--- config.mk ---
export PLATFORM = sky130hd
export DESIGN_NAME = tlva_ctrl
export DESIGN_NICKNAME = d
export VERILOG_FILES = /design/src/rtl/core/tlva_pkg.sv /design/src/rtl/core/tlva_ctrl.sv
export SDC_FILE = /design/constraint.sdc
export NUM_CORES = 1
export LEC_CHECK = 0
export ABC_CLOCK_PERIOD_IN_PS = 2000
export BUFFER_PORTS_ARGS = -buffer_cell sky130_fd_sc_hd__buf_2
export CELL_PAD_IN_SITES_DETAIL_PLACEMENT = 0
export CELL_PAD_IN_SITES_GLOBAL_PLACEMENT = 1
export CORE_MARGIN = 2
export CORE_UTILIZATION = 57
export DETAILED_ROUTE_END_ITERATION = 10
export PLACE_DENSITY_LB_ADDON = 0.1
export SKIP_LAST_GASP = 1
export SYNTH_ARGS = -nofsm -noshare
export SYNTH_HDL_FRONTEND = slang
export SYNTH_SLANG_ARGS = --single-unit
--- constraint.sdc ---
create_clock -name clk -period 2 [get_ports clk]
set_input_delay 0.2 -clock clk [delete_from_list [all_inputs] [get_ports clk]]
set_output_delay 0.2 -clock clk [all_outputs]
set_load 0.01 [all_outputs]
--- src/rtl/core/tlva_pkg.sv ---
// Shared types and constants for the two-lane 64-bit vector ALU.
// No dependencies; used by the interfaces, the lane, the control and the top level.
package tlva_pkg;

	localparam int unsigned DATA_W      = 64;
	localparam int unsigned KIND_W      = 5;
	localparam int unsigned DIV_STAGES  = DATA_W;          // one quotient bit per stage
	localparam int unsigned PIPE_DEPTH  = DIV_STAGES + 2;  // setup + divider + result
	localparam int unsigned HALF_W      = DATA_W / 2;
	localparam int unsigned SHAMT_W     = $clog2(DATA_W);

	typedef enum logic [KIND_W-1:0] {
		OP_NEG  = 5'd0,
		OP_ZT   = 5'd1,
		OP_NOT  = 5'd2,
		OP_ADD  = 5'd3,
		OP_SUB  = 5'd4,
		OP_MUL  = 5'd5,
		OP_DIV  = 5'd6,
		OP_MOD  = 5'd7,
		OP_AND  = 5'd8,
		OP_OR   = 5'd9,
		OP_XOR  = 5'd10,
		OP_SHL  = 5'd11,
		OP_SHR  = 5'd12,
		OP_LT   = 5'd13,
		OP_GT   = 5'd14,
		OP_LE   = 5'd15,
		OP_GE   = 5'd16,
		OP_EQ   = 5'd17
	} op_t;

	// how the result stage finishes a beat
	typedef enum logic [1:0] {
		MODE_SIMPLE = 2'd0,
		MODE_MUL    = 2'd1,
		MODE_DIV    = 2'd2,
		MODE_MOD    = 2'd3
	} mode_t;

	typedef struct packed {
		mode_t              mode;
		logic               zd;     // divisor is zero
		logic               qneg;   // quotient needs negation
		logic               rneg;   // remainder needs negation
		logic [DATA_W-1:0]  res;    // simple result, low product, or dividend
		logic [HALF_W-1:0]  p1;     // cross products, low halves
		logic [HALF_W-1:0]  p2;
	} lane_ctl_t;

endpackage

--- src/rtl/core/tlva_ctrl.sv ---
// Valid tracking and stall control for the lane pipeline.
// Depends on tlva_pkg for pipeline depth. Whole pipeline holds when the output beat waits.
module tlva_ctrl import tlva_pkg::*; (
	input  logic clk,
	input  logic arst_n,
	input  logic in_valid,
	input  logic out_ready,
	output logic in_ready,
	output logic out_valid,
	output logic en
);

	logic [PIPE_DEPTH-1:0] vld_q;

	assign en        = !vld_q[PIPE_DEPTH-1] || out_ready;
	assign in_ready  = en;
	assign out_valid = vld_q[PIPE_DEPTH-1];

	always_ff @(posedge clk or negedge arst_n) begin
		if (!arst_n) begin
			vld_q <= '0;
		end else if (en) begin
			vld_q <= {vld_q[PIPE_DEPTH-2:0], in_valid};
		end
	end

	assert property (@(posedge clk) disable iff (!arst_n)
		!en |=> $stable(vld_q))
		else $error("valid chain moved during stall");
	assert property (@(posedge clk) disable iff (!arst_n)
		(en && in_valid) |=> vld_q[0])
		else $error("accepted beat not tracked");

endmodule

==> flow_summary_export.csv <==
group,metric,value,unit
power,switching_share,0.207,
power,power.internal,1.95,mW
drt,avgRoutedWirePerCell,14.4,um
power,switchingPower,0.507,mW
floorplanning,initial_utilization,0.592,
cts,cts_tree,"done",
floorplanning,io_pins,7,
critical_path,critPathLaunch,"vld_q[65]",
critical_path,cp-endpoint,"en",
sta,setup-violations-final,0,
synth,synth_top_area_frac,0.641,
cts,holdBufCountCts,1,
synth,ys_seq_area_frac,0.641,
cts,htree_levels,3,
final_layout,top_register,"vld_q",
synth,syn_inst,141,
global_routing,antenna_found_initial,0,
final_layout,num_antenna_cells,0,
drt,ant_nets,0,
sta,maxSlewViolCount,0,
power,p_per_area,869,nW/um^2
power,pwr-share-seq,0.576,
drt,drt_iter0_markers,51,
critical_path,r2r_slack,0.64,ns
drt,viasPerCell,5.28,
cts,post_cts.repair.setup_buffers,0,
cts,clock_path_buffers,2,
sta,min_period,1.59,ns
critical_path,slowest_stage,"dfrtp_1",
sta,tightest_slew,0.387,ns
sta,finalCritPeriodShare,0.794,
cts,cts-resized-gates,0,
final_layout,layout-drive-gt1-share,0.561,
sta,finalClockSkew,0.00964,ns
worst_hold_path,holdCritPathClass,"in -> reg",
run,cap_violations,0,
synth,syn_area,2580,sq um
final_layout,area_growth,9.62,%
floorplanning,die_area,5070,sq um
place,dp_hpwl,1740,um
synth,yosys_warnings,0,
global_routing,grt_pass1_wl,5550,um
critical_path,critPathMaxStageDelay,0.40,ns
power,leakagePower,1.39,nW
sta,maxSlewHeadroom,0.742,
final_layout,nets,157,
critical_path,start_kind,"flop",
final_layout,layoutNonFillerInstCount,209,
synth,yosysTopAreaCell,"dfrtp_1",
floorplanning,core,4350,sq um
critical_path,reg2reg_to,"vld_q[25]",
place,portBuffers,6,
cts,path_clk_slew,0.06,ns
global_routing,grt_max_degree,69,
floorplanning,die_y,71.2,um
drt,drc_errors,0,
synth,synthesis.nets,145,
synth,ys_seq_elements,66,
floorplanning,die_width,71.2,um
sta,hold_viol,0,
critical_path,crit_fanout,68,
synth,yosys-top-cells-area,"dfrtp_1 64%, mux2_4 16%, mux2_2 16%",
critical_path,critical_path.cell_chain,"nand2b_4 -> buf_12 -> buf_2",
sta,fmax,630,MHz
cts,clk_latency,0.32,ns
drt,wirelength,3010,um
power,comb_power_share,0.038,
critical_path,critPathArrivalTime,1.39,ns
critical_path,reg2reg_depth,3,
global_routing,grt_pass1_vias,1212,
floorplanning,rows,24,
global_routing,overflow,0,
critical_path,rr_startpoint,"vld_q[65]",
power,pwr-share-clk,0.386,
outcome,outcome,"finished clean",
critical_path,crit_path_end_kind,"output port",
synth,synth_cell_type_count,8,
cts,numCtsBuffers,9,
place,dp.cells,193,
cts,cts.sinks,66,
drt,route.vias.total,1103,
final_layout,reg_top3,"vld_q (66)",
drt,first_pass_iters,3,
sta,rsz0062_at_grt,"false",
final_layout,largest_reg_flops,66,
place,finalWeightedCongestion,0.662,
synth,avgSynthCellArea,18.3,sq um
critical_path,cp.required,1.80,ns
cts,cts_root_buf,"clkbuf_8",
global_routing,track_usage,0.146,
critical_path,crit_type,"reg -> out",
sta,finalSetupTns,0,ns
power,vdd.ir_drop.worst,625,uV
[layer usage]
layer / up-vias / global-route usage / share of wire
met3: 7 / 0.0422 / 0.026
met2: 9 / 0.206 / 0.45
met1: 572 / 0.191 / 0.50
met5: - / 0 / 0
li1: 515 / - / -
met4: 0 / 0.113 / 0.021
[Yosys cell counts, drive strengths merged]
library cell and number:
mux2 65, dfrtp 66, buf 8, nand2b 2
[logic make-up (layout without fill, tap and decap cells)]
| kind of cell | after synthesis | in the layout | share of synthesized area |
|---|---|---|---|
| DFF | 66 | 66 | 0.641 |
| and+or+nand+nor | 2 | 2 | 0.00777 |
| buffers and inverters | 8 | 24 | 0.0262 |
| muxes | 65 | 65 | 0.325 |
[area by class of cell]
class                   instances  area [sq um]
repair buffers                  9          80.1
multi-input cells              67           857
fillers                       293          1530
flip-flops and latches         66          1650
clock buffers                  12           155
clock inverters                 3          15.0
well taps                      52          65.1
[through the flow]
step / hold slack, ns / cell area [sq um] / setup slack, ns / util / total power [mW]
3_5_place_dp: 0.241 / 2640 / 0.654 / 0.607 / 1.53
5_1_grt: 0.108 / 2820 / 0.334 / 0.649 / 2.56
2_1_floorplan: -0.0956 / 2580 / 0.755 / - / 1.48
6_report: 0.105 / 2820 / 0.412 / 0.649 / 2.45
4_1_cts: 0.0867 / 2820 / 0.386 / 0.649 / 2.49
3_3_place_gp: 0.231 / 2640 / 0.688 / 0.607 / 1.52
[how the worst min path moves through the flow]
stage,cells past startpoint,from,to,slack [ns]
final,2,in_valid,vld_q[0],0.11
after floorplan,0,arst_n,vld_q[0],-0.1
after global routing,2,in_valid,vld_q[0],0.11
after CTS,2,in_valid,vld_q[0],0.09
after global placement,2,arst_n,vld_q[59],0.23
after detailed placement,2,arst_n,vld_q[58],0.24
[power groups by stage]
stage	Sequential [mW]	Combinational, mW	Clock [mW]
6_report	1.41	0.0921	0.948
5_1_grt	1.42	0.105	1.03
2_1_floorplan	1.43	0.0561	0
3_3_place_gp	1.43	0.0897	0
4_1_cts	1.41	0.0959	0.983
3_5_place_dp	1.44	0.0937	0
[cells in the final DEF (no fill, tap or decap)]
cell type,Yosys,routed
nand2b_4,1,1
mux2_2,37,37
dfrtp_1,66,66
clkinv_2,0,3
mux2_4,28,28
clkbuf_1,0,1
buf_12,0,2
clkbuf_8,0,11
nand2b_1,1,1
dlygate4sd3_1,0,1
buf_2,3,6
[critical path: cells and delay by family, from the launching register on]
kind / cells / cell delay (ns)
flip-flops: 1 / 0.40
buffers and inverters: 2 / 0.55
AND/OR/NAND/NOR: 1 / 0.09
(Power assumes the default switching activity.)
